## config.mk

```make
export PLATFORM = sky130hd
export DESIGN_NAME = box_iou_top_flat
export DESIGN_NICKNAME = d
export VERILOG_FILES = /design/src/rtl/biou_pkg.sv /design/src/rtl/box_in_if.sv /design/src/rtl/box_out_if.sv /design/src/rtl/box_iou_top.sv /design/src/rtl/biou_geom.sv /design/src/rtl/biou_union.sv /design/src/rtl/biou_div.sv /design/src/flat_wrapper.sv
export SDC_FILE = /design/constraint.sdc
export NUM_CORES = 2
export LEC_CHECK = 0
export ABC_AREA = 0
export BUFFER_PORTS_ARGS = -buffer_cell sky130_fd_sc_hd__clkbuf_2
export CAP_MARGIN = 20
export CORE_ASPECT_RATIO = 1.1
export CORE_MARGIN = 2
export CORE_UTILIZATION = 37
export DETAILED_ROUTE_END_ITERATION = 7
export HOLD_SLACK_MARGIN = 0.15
export PLACE_DENSITY = 0.62
export SETUP_SLACK_MARGIN = 0.05
export SYNTH_ARGS = -nofsm -noshare
export SYNTH_HDL_FRONTEND = slang
export SYNTH_HIERARCHICAL = 1
export SYNTH_SLANG_ARGS = --single-unit
```

## constraint.sdc

```tcl
create_clock -name clk -period 29.2 [get_ports clk]
set_input_delay 5.84 -clock clk [delete_from_list [all_inputs] [get_ports clk]]
set_output_delay 5.84 -clock clk [all_outputs]
set_load 0.02 [all_outputs]
```

## src/rtl/biou_pkg.sv

```systemverilog
// ---------------------------------------------------------------------------
// biou_pkg: shared types and constants for the box overlap ratio block
// Fixed field widths and the records that pass between pipeline sections.
// ---------------------------------------------------------------------------
package biou_pkg;

  // box sizes are always 12-bit unsigned
  localparam int SIZE_W = 12;
  // area of one box or of the overlap
  localparam int AREA_W = 2 * SIZE_W;

  // products leaving the geometry section
  typedef struct packed {
    logic [AREA_W-1:0] inter;
    logic [AREA_W-1:0] area_a;
    logic [AREA_W-1:0] area_b;
    logic              overlap;
  } biou_prod_t;

  // operands entering the divider
  typedef struct packed {
    logic [AREA_W-1:0] inter;
    logic [AREA_W:0]   uni;
    logic              force_zero;
    logic              empty;
  } biou_union_t;

endpackage

```

## src/rtl/box_in_if.sv

```systemverilog
// ---------------------------------------------------------------------------
// box_in_if: channel carrying one pair of boxes
// Valid/ready handshake with both boxes as corner, width and height.
// ---------------------------------------------------------------------------
interface box_in_if #(
  parameter int COORD_BITS = 16
);
  logic                         valid;
  logic                         ready;
  logic signed [COORD_BITS-1:0] box_a_x;
  logic signed [COORD_BITS-1:0] box_a_y;
  logic        [11:0]           box_a_width;
  logic        [11:0]           box_a_height;
  logic signed [COORD_BITS-1:0] box_b_x;
  logic signed [COORD_BITS-1:0] box_b_y;
  logic        [11:0]           box_b_width;
  logic        [11:0]           box_b_height;

  modport source (
    output valid, box_a_x, box_a_y, box_a_width, box_a_height,
           box_b_x, box_b_y, box_b_width, box_b_height,
    input  ready
  );

  modport sink (
    input  valid, box_a_x, box_a_y, box_a_width, box_a_height,
           box_b_x, box_b_y, box_b_width, box_b_height,
    output ready
  );
endinterface

```

## src/rtl/box_out_if.sv

```systemverilog
// ---------------------------------------------------------------------------
// box_out_if: channel carrying one overlap ratio result
// Valid/ready handshake with the ratio and the empty-union flag.
// ---------------------------------------------------------------------------
interface box_out_if #(
  parameter int FRACTION_BITS = 16
);
  logic                   valid;
  logic                   ready;
  logic [FRACTION_BITS:0] overlap_ratio;
  logic                   empty_union;

  modport source (
    output valid, overlap_ratio, empty_union,
    input  ready
  );

  modport sink (
    input  valid, overlap_ratio, empty_union,
    output ready
  );
endinterface

```

## src/rtl/box_iou_top.sv

```systemverilog
// ---------------------------------------------------------------------------
// box_iou_top: intersection over union of two axis-aligned boxes
// Pipelined edges, areas, union and a bit-per-stage divider to a
// fixed-point ratio with FRACTION_BITS fraction bits, truncated.
// ---------------------------------------------------------------------------
//
//   channel   dir   transfer carries
//   -------   ---   -------------------------------------------------
//   boxes     in    box_a/box_b x, y (signed), width, height (12 bit)
//   result    out   overlap_ratio (FRACTION_BITS+1), empty_union
//
// one box pair per cycle sustained while result.ready allows; the pipeline is
// three geometry stages, one union stage, FRACTION_BITS + 1 divider
// stages and one output register; the divider's one quotient bit per
// stage sets the depth
// synchronous active-high rst clears only the valid bits of every stage
// each stage holds under stall and takes new data once it empties or its
// successor moves, so bubbles close up and input keeps flowing while a
// finished result waits on result.ready, until every stage holds a pair
//
module box_iou_top
  import biou_pkg::*;
#(
  parameter int COORD_BITS    = 16,
  parameter int FRACTION_BITS = 16
) (
  input  logic      clk,
  input  logic      rst,
  box_in_if.sink    boxes,
  box_out_if.source result
);

  // geometry -> union
  logic        g_valid, g_ready;
  biou_prod_t  g_data;
  // union -> divider
  logic        u_valid, u_ready;
  biou_union_t u_data;
  // divider -> output register
  logic                   d_valid, d_ready;
  logic [FRACTION_BITS:0] d_quo;
  logic                   d_fz, d_em;

  logic                   out_valid;
  logic [FRACTION_BITS:0] out_ratio;
  logic                   out_empty;
  logic                   out_en;

  // edges, spans and the three areas
  biou_geom #(
    .COORD_BITS (COORD_BITS)
  ) u_geom (
    .clk      (clk),
    .rst      (rst),
    .up_valid (boxes.valid),
    .up_ready (boxes.ready),
    .ax       (boxes.box_a_x),
    .ay       (boxes.box_a_y),
    .aw       (boxes.box_a_width),
    .ah       (boxes.box_a_height),
    .bx       (boxes.box_b_x),
    .by       (boxes.box_b_y),
    .bw       (boxes.box_b_width),
    .bh       (boxes.box_b_height),
    .dn_valid (g_valid),
    .dn_ready (g_ready),
    .dn_data  (g_data)
  );

  // union area and the disjoint / empty-union decisions
  biou_union u_union (
    .clk      (clk),
    .rst      (rst),
    .up_valid (g_valid),
    .up_ready (g_ready),
    .up_data  (g_data),
    .dn_valid (u_valid),
    .dn_ready (u_ready),
    .dn_data  (u_data)
  );

  // (overlap << FRACTION_BITS) / union
  biou_div #(
    .FRACTION_BITS (FRACTION_BITS)
  ) u_div (
    .clk           (clk),
    .rst           (rst),
    .up_valid      (u_valid),
    .up_ready      (u_ready),
    .up_data       (u_data),
    .dn_valid      (d_valid),
    .dn_ready      (d_ready),
    .dn_quo        (d_quo),
    .dn_force_zero (d_fz),
    .dn_empty      (d_em)
  );

  // output register: disjoint boxes and empty unions give a zero ratio
  assign out_en  = !out_valid || result.ready;
  assign d_ready = out_en;

  always_ff @(posedge clk) begin
    if (rst) begin
      out_valid <= 1'b0;
    end else if (out_en) begin
      out_valid <= d_valid;
    end
  end

  always_ff @(posedge clk) begin
    if (out_en) begin
      out_ratio <= d_fz ? '0 : d_quo;
      out_empty <= d_em;
    end
  end

  assign result.valid         = out_valid;
  assign result.overlap_ratio = out_ratio;
  assign result.empty_union   = out_empty;

  // an empty union always reports a zero ratio
  a_empty_zero : assert property (@(posedge clk) disable iff (rst)
    out_valid && out_empty |-> out_ratio == '0)
    else $error("empty union with nonzero ratio");

  // the ratio never exceeds one
  a_ratio_max : assert property (@(posedge clk) disable iff (rst)
    out_valid && out_ratio[FRACTION_BITS] |-> out_ratio[FRACTION_BITS-1:0] == '0)
    else $error("ratio above one");

  // reset empties the output stage
  a_reset_clear : assert property (@(posedge clk)
    $past(rst) |-> !out_valid)
    else $error("output valid after reset");

endmodule

```

## src/rtl/biou_geom.sv

```systemverilog
// ---------------------------------------------------------------------------
// biou_geom: overlap edges, spans and areas
// Three register stages: edges, spans with overlap test, then products.
// ---------------------------------------------------------------------------
module biou_geom
  import biou_pkg::*;
#(
  parameter int COORD_BITS = 16
) (
  input  logic                         clk,
  input  logic                         rst,
  input  logic                         up_valid,
  output logic                         up_ready,
  input  logic signed [COORD_BITS-1:0] ax,
  input  logic signed [COORD_BITS-1:0] ay,
  input  logic        [SIZE_W-1:0]     aw,
  input  logic        [SIZE_W-1:0]     ah,
  input  logic signed [COORD_BITS-1:0] bx,
  input  logic signed [COORD_BITS-1:0] by,
  input  logic        [SIZE_W-1:0]     bw,
  input  logic        [SIZE_W-1:0]     bh,
  output logic                         dn_valid,
  input  logic                         dn_ready,
  output biou_prod_t                   dn_data
);

  // edge width: coordinate plus size plus sign headroom
  localparam int EW = ((COORD_BITS > SIZE_W) ? COORD_BITS : SIZE_W) + 2;

  logic signed [EW-1:0] ax_e, ay_e, bx_e, by_e;
  logic signed [EW-1:0] ar_e, ab_e, br_e, bb_e;
  logic signed [EW-1:0] left_c, top_c, right_c, bottom_c;
  logic signed [EW-1:0] sw_c, sh_c;

  logic                 v1, v2, v3;
  logic                 en1, en2, en3;

  // stage 1 registers
  logic signed [EW-1:0] left, top, right, bottom;
  logic [SIZE_W-1:0]    aw1, ah1, bw1, bh1;
  // stage 2 registers
  logic [SIZE_W-1:0]    sw2, sh2, aw2, ah2, bw2, bh2;
  logic                 ovl2;

  assign en3 = !v3 || dn_ready;
  assign en2 = !v2 || en3;
  assign en1 = !v1 || en2;
  assign up_ready = en1;
  assign dn_valid = v3;

  always_comb begin
    ax_e = EW'(ax);
    ay_e = EW'(ay);
    bx_e = EW'(bx);
    by_e = EW'(by);
    ar_e = ax_e + EW'(signed'({1'b0, aw}));
    ab_e = ay_e + EW'(signed'({1'b0, ah}));
    br_e = bx_e + EW'(signed'({1'b0, bw}));
    bb_e = by_e + EW'(signed'({1'b0, bh}));
    left_c   = (ax_e > bx_e) ? ax_e : bx_e;
    top_c    = (ay_e > by_e) ? ay_e : by_e;
    right_c  = (ar_e < br_e) ? ar_e : br_e;
    bottom_c = (ab_e < bb_e) ? ab_e : bb_e;
  end

  // a nonnegative span never exceeds the smaller size, so 12 bits hold it
  assign sw_c = right - left;
  assign sh_c = bottom - top;

  always_ff @(posedge clk) begin
    if (rst) begin
      v1 <= 1'b0;
      v2 <= 1'b0;
      v3 <= 1'b0;
    end else begin
      if (en1) v1 <= up_valid;
      if (en2) v2 <= v1;
      if (en3) v3 <= v2;
    end
  end

  always_ff @(posedge clk) begin
    if (en1) begin
      left   <= left_c;
      top    <= top_c;
      right  <= right_c;
      bottom <= bottom_c;
      aw1    <= aw;
      ah1    <= ah;
      bw1    <= bw;
      bh1    <= bh;
    end
    if (en2) begin
      sw2  <= sw_c[SIZE_W-1:0];
      sh2  <= sh_c[SIZE_W-1:0];
      ovl2 <= !sw_c[EW-1] && !sh_c[EW-1];
      aw2  <= aw1;
      ah2  <= ah1;
      bw2  <= bw1;
      bh2  <= bh1;
    end
    if (en3) begin
      dn_data.inter   <= sw2 * sh2;
      dn_data.area_a  <= aw2 * ah2;
      dn_data.area_b  <= bw2 * bh2;
      dn_data.overlap <= ovl2;
    end
  end

endmodule

```

## src/rtl/biou_union.sv

```systemverilog
// ---------------------------------------------------------------------------
// biou_union: union area and special-case flags
// One register stage forming area_a + area_b - overlap and its zero test.
// ---------------------------------------------------------------------------
module biou_union
  import biou_pkg::*;
(
  input  logic        clk,
  input  logic        rst,
  input  logic        up_valid,
  output logic        up_ready,
  input  biou_prod_t  up_data,
  output logic        dn_valid,
  input  logic        dn_ready,
  output biou_union_t dn_data
);

  logic            v;
  logic            en;
  logic [AREA_W:0] uni_c;
  logic            zero_c;

  assign en       = !v || dn_ready;
  assign up_ready = en;
  assign dn_valid = v;

  // overlap never exceeds either area, so the union cannot go negative
  assign uni_c  = {1'b0, up_data.area_a} + {1'b0, up_data.area_b} - {1'b0, up_data.inter};
  assign zero_c = (uni_c == '0);

  always_ff @(posedge clk) begin
    if (rst) begin
      v <= 1'b0;
    end else if (en) begin
      v <= up_valid;
    end
  end

  always_ff @(posedge clk) begin
    if (en) begin
      dn_data.inter      <= up_data.inter;
      dn_data.uni        <= uni_c;
      dn_data.force_zero <= !up_data.overlap || zero_c;
      dn_data.empty      <= up_data.overlap && zero_c;
    end
  end

endmodule

```

## src/rtl/biou_div.sv

```systemverilog
// ---------------------------------------------------------------------------
// biou_div: pipelined restoring divider
// One quotient bit per stage, FRACTION_BITS + 1 stages, overlap <= union.
// ---------------------------------------------------------------------------
module biou_div
  import biou_pkg::*;
#(
  parameter int FRACTION_BITS = 16
) (
  input  logic                   clk,
  input  logic                   rst,
  input  logic                   up_valid,
  output logic                   up_ready,
  input  biou_union_t            up_data,
  output logic                   dn_valid,
  input  logic                   dn_ready,
  output logic [FRACTION_BITS:0] dn_quo,
  output logic                   dn_force_zero,
  output logic                   dn_empty
);

  localparam int NS = FRACTION_BITS + 1;
  // partial remainder stays below twice the divisor
  localparam int RW = AREA_W + 2;

  logic [NS-1:0]        v;
  logic [NS:0]          rdy;
  logic [RW-1:0]        rem [0:NS-1];
  logic [AREA_W:0]      dvs [0:NS-1];
  logic [NS-1:0]        quo [0:NS-1];
  logic [NS-1:0]        fz;
  logic [NS-1:0]        em;

  assign rdy[NS]  = dn_ready;
  assign up_ready = rdy[0];

  for (genvar j = 0; j < NS; j++) begin : g_stage
    logic            s_v;
    logic [RW-1:0]   s_rem;
    logic [AREA_W:0] s_dvs;
    logic [NS-1:0]   s_quo;
    logic            s_fz;
    logic            s_em;
    logic            ge;
    logic [RW-1:0]   diff;
    logic [RW-1:0]   r;

    if (j == 0) begin : g_first
      assign s_v   = up_valid;
      assign s_rem = RW'(up_data.inter);
      assign s_dvs = up_data.uni;
      assign s_quo = '0;
      assign s_fz  = up_data.force_zero;
      assign s_em  = up_data.empty;
    end else begin : g_next
      assign s_v   = v[j-1];
      assign s_rem = rem[j-1];
      assign s_dvs = dvs[j-1];
      assign s_quo = quo[j-1];
      assign s_fz  = fz[j-1];
      assign s_em  = em[j-1];
    end

    assign rdy[j] = !v[j] || rdy[j+1];
    assign ge     = (s_rem >= RW'(s_dvs));
    assign diff   = s_rem - RW'(s_dvs);
    assign r      = ge ? diff : s_rem;

    always_ff @(posedge clk) begin
      if (rst) begin
        v[j] <= 1'b0;
      end else if (rdy[j]) begin
        v[j] <= s_v;
      end
    end

    always_ff @(posedge clk) begin
      if (rdy[j]) begin
        rem[j] <= {r[RW-2:0], 1'b0};
        dvs[j] <= s_dvs;
        quo[j] <= {s_quo[NS-2:0], ge};
        fz[j]  <= s_fz;
        em[j]  <= s_em;
      end
    end
  end

  assign dn_valid      = v[NS-1];
  assign dn_quo        = quo[NS-1];
  assign dn_force_zero = fz[NS-1];
  assign dn_empty      = em[NS-1];

endmodule
```

## src/flat_wrapper.sv

```systemverilog
// flat-port wrapper written by rule: the top's interface ports become plain ports
module box_iou_top_flat import biou_pkg::*;
#(
  parameter int COORD_BITS    = 16,
  parameter int FRACTION_BITS = 16
)
  (clk, rst, boxes_valid, boxes_box_a_x, boxes_box_a_y, boxes_box_a_width, boxes_box_a_height, boxes_box_b_x, boxes_box_b_y, boxes_box_b_width, boxes_box_b_height, boxes_ready, result_valid, result_overlap_ratio, result_empty_union, result_ready);
  box_in_if #(.COORD_BITS(COORD_BITS)) boxes_i ();
  box_out_if #(.FRACTION_BITS(FRACTION_BITS)) result_i ();
  input  logic clk;
  input  logic rst;
  input wire logic [$bits(boxes_i.valid)-1:0] boxes_valid;
  input wire logic [$bits(boxes_i.box_a_x)-1:0] boxes_box_a_x;
  input wire logic [$bits(boxes_i.box_a_y)-1:0] boxes_box_a_y;
  input wire logic [$bits(boxes_i.box_a_width)-1:0] boxes_box_a_width;
  input wire logic [$bits(boxes_i.box_a_height)-1:0] boxes_box_a_height;
  input wire logic [$bits(boxes_i.box_b_x)-1:0] boxes_box_b_x;
  input wire logic [$bits(boxes_i.box_b_y)-1:0] boxes_box_b_y;
  input wire logic [$bits(boxes_i.box_b_width)-1:0] boxes_box_b_width;
  input wire logic [$bits(boxes_i.box_b_height)-1:0] boxes_box_b_height;
  output wire logic [$bits(boxes_i.ready)-1:0] boxes_ready;
  output wire logic [$bits(result_i.valid)-1:0] result_valid;
  output wire logic [$bits(result_i.overlap_ratio)-1:0] result_overlap_ratio;
  output wire logic [$bits(result_i.empty_union)-1:0] result_empty_union;
  input wire logic [$bits(result_i.ready)-1:0] result_ready;
  assign boxes_i.valid = boxes_valid;
  assign boxes_i.box_a_x = boxes_box_a_x;
  assign boxes_i.box_a_y = boxes_box_a_y;
  assign boxes_i.box_a_width = boxes_box_a_width;
  assign boxes_i.box_a_height = boxes_box_a_height;
  assign boxes_i.box_b_x = boxes_box_b_x;
  assign boxes_i.box_b_y = boxes_box_b_y;
  assign boxes_i.box_b_width = boxes_box_b_width;
  assign boxes_i.box_b_height = boxes_box_b_height;
  assign boxes_ready = boxes_i.ready;
  assign result_valid = result_i.valid;
  assign result_overlap_ratio = result_i.overlap_ratio;
  assign result_empty_union = result_i.empty_union;
  assign result_i.ready = result_ready;
  box_iou_top #(.COORD_BITS(COORD_BITS), .FRACTION_BITS(FRACTION_BITS)) u_core (.clk(clk), .rst(rst), .boxes(boxes_i), .result(result_i));
endmodule
```

# Yosys cells after proc, flatten, opt, wreduce, memory -nomap -nowiden
# Memories as Yosys holds them, arrays and structs flattened. A register that Yosys moved wholly into a read port is not among the register bits.
# Index checks and enable logic that the tools add are counted.
# word_totals
register_bits	374
ramBits	1139
inputBits	116
elab_cells	238
mem_count	3
# op_classes
add_sub_neg	25
n_mul	3
n_lt_le_gt_ge	21
mux	55
n_reduce_logical	51
# memory_table
name	words	width	read_ports	rd_ports_with_merged_regs	wr	line_no	text
u_core.u_div.dvs	17	25	16	0	17	biou_div.sv:29	logic [AREA_W:0] dvs [0:NS-1];
u_core.u_div.rem	17	25	16	0	17	biou_div.sv:28	logic [RW-1:0] rem [0:NS-1];
u_core.u_div.quo	17	17	17	1	17	biou_div.sv:30	logic [NS-1:0] quo [0:NS-1];
# op_table
cell	n
$mux W25	17
$ge A26 B25 Y1	16
$sub A25 B25 Y25	16
$mul A12 B12 Y24	3
$mux W18	4
$add A16 B13 Y17	4
$sub A18 B18 Y18	2
$lt A17 B17 Y1	2
$mux W1	34
$gt A16 B16 Y1	2
$add A24 B24 Y25	1
$ge A24 B25 Y1	1
$logic_not A1 Y1	25
$logic_not A25 Y1	1
$sub A24 B25 Y25	1
$sub A25 B24 Y25	1
$logic_or A1 B1 Y1	23
$logic_and A1 B1 Y1	2

# Longest topological paths before layout
# depth
ltp_word	23
ltp_mapped	21
ltp_nobuf	19

# Hierarchy
# Netlist, hierarchy kept.
# modules_own_cells
module	instances	cells_each	area_per_inst_um2	seq_area_each_um2
biou_div	1	4833	55330.6	29978.8
biou_geom	1	2820	28357.2	7867.5
biou_union	1	384	3854.9	1551.5
box_iou_top	1	40	710.7	560.5

# Worst setup path before layout
# OpenSTA, ideal clock, no wires.
# synth_path
path_kind	in2out
from	input result_ready
to	output boxes_ready
arrival_ns	15.728
setup_slack_ns	7.632
stages	13
cell_sequence	nand2b_1 -> nor2b_1 -> inv_1 -> nor2_1 -> and2_1 -> inv_1 -> nor3_1 -> nand4_1 -> or2_2 -> nand2b_1 -> nor2b_1 -> and2_1 -> nand2_1
# synth_via
elab_chain_len	22
# synth_rtl
element	line_no	text
start: declaration	flat_wrapper.sv:25	input wire logic [$bits(result_i.ready)-1:0] result_ready;
$logic_or A1 B1 Y1	box_iou_top.sv:99	assign out_en = !out_valid || result.ready;
$logic_or A1 B1 Y1	biou_div.sv:64	assign rdy[j] = !v[j] || rdy[j+1];
via u_core.u_div.rdy[16]	biou_div.sv:27	logic [NS:0] rdy;
$logic_or A1 B1 Y1 (5 in series)	biou_div.sv:64	
via u_core.u_div.rdy[11]	biou_div.sv:27	
$logic_or A1 B1 Y1 (10 in series)	biou_div.sv:64	
via u_core.u_div.rdy[1]	biou_div.sv:27	
$logic_or A1 B1 Y1	biou_div.sv:64	
via u_core.u_ready	box_iou_top.sv:37	logic u_valid, u_ready;
$logic_or A1 B1 Y1	biou_union.sv:23	assign en = !v || dn_ready;
via u_core.g_ready	box_iou_top.sv:34	logic g_valid, g_ready;
$logic_or A1 B1 Y1	biou_geom.sv:45	assign en3 = !v3 || dn_ready;
$logic_or A1 B1 Y1	biou_geom.sv:46	assign en2 = !v2 || en3;
$logic_or A1 B1 Y1	biou_geom.sv:47	assign en1 = !v1 || en2;
end: declaration	flat_wrapper.sv:21	output wire logic [$bits(boxes_i.ready)-1:0] boxes_ready;
# The timed path passes the listed nets, and every way through them passes these cells.

# Worst setup path in the final report
# layout_path
from	input result_ready
to	output boxes_ready
# layout_via
elab_chain_len	22
# layout_rtl
element	line_no	text
$logic_or A1 B1 Y1	box_iou_top.sv:99	
via u_core.d_ready	box_iou_top.sv:40	logic d_valid, d_ready;
$logic_or A1 B1 Y1	biou_div.sv:64	
via u_core.u_div.rdy[16]	biou_div.sv:27	
$logic_or A1 B1 Y1 (5 in series)	biou_div.sv:64	
via u_core.u_div.rdy[11]	biou_div.sv:27	
$logic_or A1 B1 Y1 (10 in series)	biou_div.sv:64	
via u_core.u_div.rdy[1]	biou_div.sv:27	
$logic_or A1 B1 Y1	biou_div.sv:64	
via u_core.u_ready	box_iou_top.sv:37	
$logic_or A1 B1 Y1	biou_union.sv:23	
via u_core.g_ready	box_iou_top.sv:34	
$logic_or A1 B1 Y1	biou_geom.sv:45	
$logic_or A1 B1 Y1	biou_geom.sv:46	
$logic_or A1 B1 Y1	biou_geom.sv:47	
# The timed path passes the listed nets, and every way through them passes these cells.

==> metrics.md <==
| Metric | Value |
|---|---|
| MaxCap Viol Count | `0` |
| Final Slew Violations | `0` |
| Number of gates given a new drive strength after cts | `0` |
| Cells after DPL | `roughly 11000` |
| Count of cells along the worst hold path | `0` |
| Sequential fraction of the synthesis area | `0.453` |
| Fill count | `roughly 23000` |
| Buffers inserted during post-CTS setup optimization | `0` |
| CTS tree | `built` |
| Delay of the slowest critical-path stage | `0.70 ns` |
| Mapped Avg Cell Area | `10.9 sq um` |
| Total detailed-routing wirelength | `203000 microns` |
| Post-DRT Antenna Nets | `0` |
| Post-Synthesis Net Count | `9319` |
| Most frequent cell on the critical path | `sky130_fd_sc_hd__buf_4` |
| Number of iterations in the first detailed-routing pass | `5` |
| Clk sinks | `1338` |
| DRC viols | `0` |
| Count of port buffers added during placement | `approximately 140` |
| Number of flops mapped to enable cells by yosys | `around 1300` |
| Via/cell ratio | `between 5 and 6` |
| Top achievable clock speed | `around 56 MHz` |
| Max-slew headroom | `0.387` |
| Count of cell types in the netlist | `~110` |
| Global-route usage over all layers | `0.167` |
| Result of the run | `completed` |
| Worst-path fanout max | `65` |
| CP endpoint kind | `output pin` |
| Detailed-route via count | `roughly 59000` |
| Core Util, Final | `0.411` |
| Clock buffers created by TritonCTS | `152` |
| Mapped Area | `0.0883 sq mm` |
| Sum of overflow across all layers after global routing | `0` |
| Maximum number of pins on one net before global-route repair | `74` |
| Top FF cell, synth | `sky130_fd_sc_hd__edfxtp_1` |
| Sort of element at the start of the critical path | `primary input` |
| Internal reg-to-reg setup slack | `~22 ns` |
| Routed len/inst | `roughly 18 microns` |
| Setup skew after layout | `between 0.05 and 0.06 ns` |
| Reg-to-reg endpoint | `u_core/u_geom/bw1[3]$_DFFE_PP_` |
| Number of hold-repair buffers added at the cts stage | `0` |
| Vias in the first global route | `roughly 60000` |
| Register Area | `0.0400 sq mm` |
| Hold Startpoint | `u_core/u_div/g_stage[9].s_fz$_DFFE_PP_` |
| Biggest area consumer among synthesized cells | `sky130_fd_sc_hd__edfxtp_1` |
| Area of the placeable core | `approximately 0.24 sq mm` |
| H-tree lvl count | `4` |
| Worst hold path type | `register to register` |
| Starting Density | `0.371` |
| Clock transition at the register clock pins on the worst setup and hold paths after CTS | `0.06 ns` |
| Total negative slack | `0 ns` |
| Share of the synthesized area in the top cell type | `0.448` |
| Fraction of final layout cells with drive strength greater than 1 | `0.0838` |
| Routability Congestion | `about 0.90` |
| DRT iter0 DRCs | `between 3000 and 4000` |
| Count of endpoints failing hold in the final timing report | `0` |
| Fraction of registers with async set/reset | `0` |
| Yosys warning count | `6` |
| Number of cells on the worst reg-to-reg path | `18` |
| WP data arrival | `between 10 and 15 ns` |
| Area of the die | `0.242 sq mm` |
| Estimated wirelength of the detail-placed design | `approximately 160000 microns` |
| Multi-input combinational cell area | `between 0.04 and 0.05 sq mm` |
| Path type of the worst setup path | `primary input to output pin` |
| Initial antenna violation count | `3` |
| Clock root buffer | `sky130_fd_sc_hd__clkbuf_16` |
| Layout Area Growth over Synthesis | `10.7%` |
| Worst skew pair latency | `a little over 0.8 ns` |
| Minimum clock period | `approximately 18 ns` |
| Clock tree buffer depth | `3` |
| Wire length of the first global-routing pass | `324000 microns` |
| Crit share post-route | `0.609` |
| Standard cell with the maximum stage delay on the critical path | `sky130_fd_sc_hd__nand2b_1` |
| Beginning of the worst register-to-register path | `u_core/result.valid$_SDFFE_PP0P_` |
| Cells after Synth | `8077` |
| Synthesis-stage register bit count | `1338` |
| Biggest area contributors in the synthesized netlist | `sky130_fd_sc_hd__edfxtp_1 (45%), sky130_fd_sc_hd__ha_1 (11%), sky130_fd_sc_hd__fa_1 (7.8%)` |
| Layout Cells excl Fill | `11500` |
| Unrepaired setup endpoints after global routing | `no` |
| # nets final | `roughly 9500` |
| Floorplan die width | `470 microns` |
| IO Count | `roughly 140` |
| Worst-Margin Slew | `0.919 ns` |
| Final-report setup violation count | `0` |
| Die Span Y | `around 520 microns` |
| Floorplan row count | `between 150 and 200` |
| Required time of the worst setup path | `23.36 ns` |
| End point of the worst hold path | `u_core/u_div/g_stage[10].s_fz$_DFFE_PP_` |
| Worst path cell trace | `clkbuf_2 > nand2b_1 > nor2b_1 > inv_1 > nor2_1 > and2_1 > inv_2 > buf_4 > nor3_1 > buf_4 > nand4_1 > buf_4 > or2_2 > nand2b_2 > buf_4 > nor2b_1 > and2_1 > nand2_4 > clkbuf_2` |
-- cell usage after synthesis, drive strengths merged, types with 36 or more instances --
cell type / number
mux2i: 36
nor3: 85
edfxtp: 1316
nor2b: 88
a211oi: 67
nand2: 658
a21oi: 480
nand4: 72
and2: 186
xnor2: 272
inv: 1186
nand3: 104
o31ai: 44
o21bai: 44
o21a: 103
a31oi: 58
fa: 346
mux2: 212
and3: 62
nor2: 432
nand2b: 91
ha: 780
o211ai: 42
xor2: 169
clkbuf: 131
a21o: 218
o21ai: 406
-- how the worst max path moves through the flow --
stage          slack (ns)           to    startpoint
3_3_place_gp        11.41  boxes_ready  result_ready
2_1_floorplan        7.63  boxes_ready  result_ready
6_report            11.42  boxes_ready  result_ready
4_1_cts             11.30  boxes_ready  result_ready
3_5_place_dp        11.33  boxes_ready  result_ready
5_1_grt             10.77  boxes_ready  result_ready
-- stage by stage --
| stage | hold slack [ns] | setup slack (ns) | cell area, sq um |
|---|---|---|---|
| floorplan | 0.400 | 7.63 | 88300 |
| global placement | 0.401 | 11.41 | 92500 |
| detailed placement | 0.405 | 11.33 | 92500 |
| CTS | 0.402 | 11.30 | 97700 |
| global route | 0.407 | 10.77 | 97700 |
| finish | 0.410 | 11.42 | 97700 |
-- placed cells by master, fill, tap and decap left out, types with 23 or more instances in the layout --
master,n
sky130_fd_sc_hd__edfxtp_1,1316
sky130_fd_sc_hd__inv_1,1178
sky130_fd_sc_hd__ha_1,780
sky130_fd_sc_hd__nand2_1,651
sky130_fd_sc_hd__a21oi_1,477
sky130_fd_sc_hd__nor2_1,430
sky130_fd_sc_hd__o21ai_0,390
sky130_fd_sc_hd__fa_1,346
sky130_fd_sc_hd__xnor2_1,272
sky130_fd_sc_hd__a21o_1,218
sky130_fd_sc_hd__mux2_2,209
sky130_fd_sc_hd__and2_1,186
sky130_fd_sc_hd__xor2_1,169
sky130_fd_sc_hd__clkbuf_16,152
sky130_fd_sc_hd__clkbuf_2,135
sky130_fd_sc_hd__o21a_1,103
sky130_fd_sc_hd__nand3_1,102
sky130_fd_sc_hd__nand2b_1,90
sky130_fd_sc_hd__nor2b_1,88
sky130_fd_sc_hd__nor3_1,83
sky130_fd_sc_hd__nand4_1,72
sky130_fd_sc_hd__a211oi_1,66
sky130_fd_sc_hd__and3_1,62
sky130_fd_sc_hd__a31oi_1,56
sky130_fd_sc_hd__o21bai_1,44
sky130_fd_sc_hd__o31ai_1,44
sky130_fd_sc_hd__o211ai_1,41
sky130_fd_sc_hd__buf_4,37
sky130_fd_sc_hd__mux2i_1,35
sky130_fd_sc_hd__clkbuf_1,30
sky130_fd_sc_hd__clkinv_1,27
sky130_fd_sc_hd__nor4_1,23
-- kinds of logic after synthesis --
group / count (synthesis) / share of synthesized area
adders and majority gates: 1126 / 0.189
AOI/OAI and AO/OA: 1666 / 0.121
muxes: 248 / 0.0314
xor gates and xnor gates: 441 / 0.0438
buffers and inverters: 1351 / 0.0584
and+or+nand+nor: 1907 / 0.104
DFF: 1338 / 0.453
-- routing by layer --
metal,GRT usage,share of wire
met1,0.197,0.41
met2,0.307,0.51
met3,0.0188,0.035
met4,0.0669,0.040
met5,0,0
-- critical path: cells and delay by family --
family | cells | cell delay [ns]
buffers and inverters | 8 | 2.96
AND/OR/NAND/NOR | 11 | 3.03
-- state kept, by name (all words and copies together), names as in the netlist, 17 cells and up --
signal	cells
u_core/result.overlap_ratio	17
u_core/u_div/dvs	400
u_core/u_div/quo	153
u_core/u_div/rem	400
u_core/u_geom/bottom	17
u_core/u_geom/dn_data	73
u_core/u_geom/right	17
u_core/u_union/dn_data	51
-- cell type report --
cell class / instances / area share
tap: 3135 / 0.0402
clock buffer: 185 / 0.0405
antenna: 2 / 0.0000512
multi-input combinational: 5388 / 0.442
clock inverter: 99 / 0.0126
timing repair buffer: 172 / 0.00976
sequential: 1338 / 0.409
inverter: 1188 / 0.0456
Power is not shown: default switching activity piles up to over one toggle a cycle in this logic, so the estimate is an artifact.
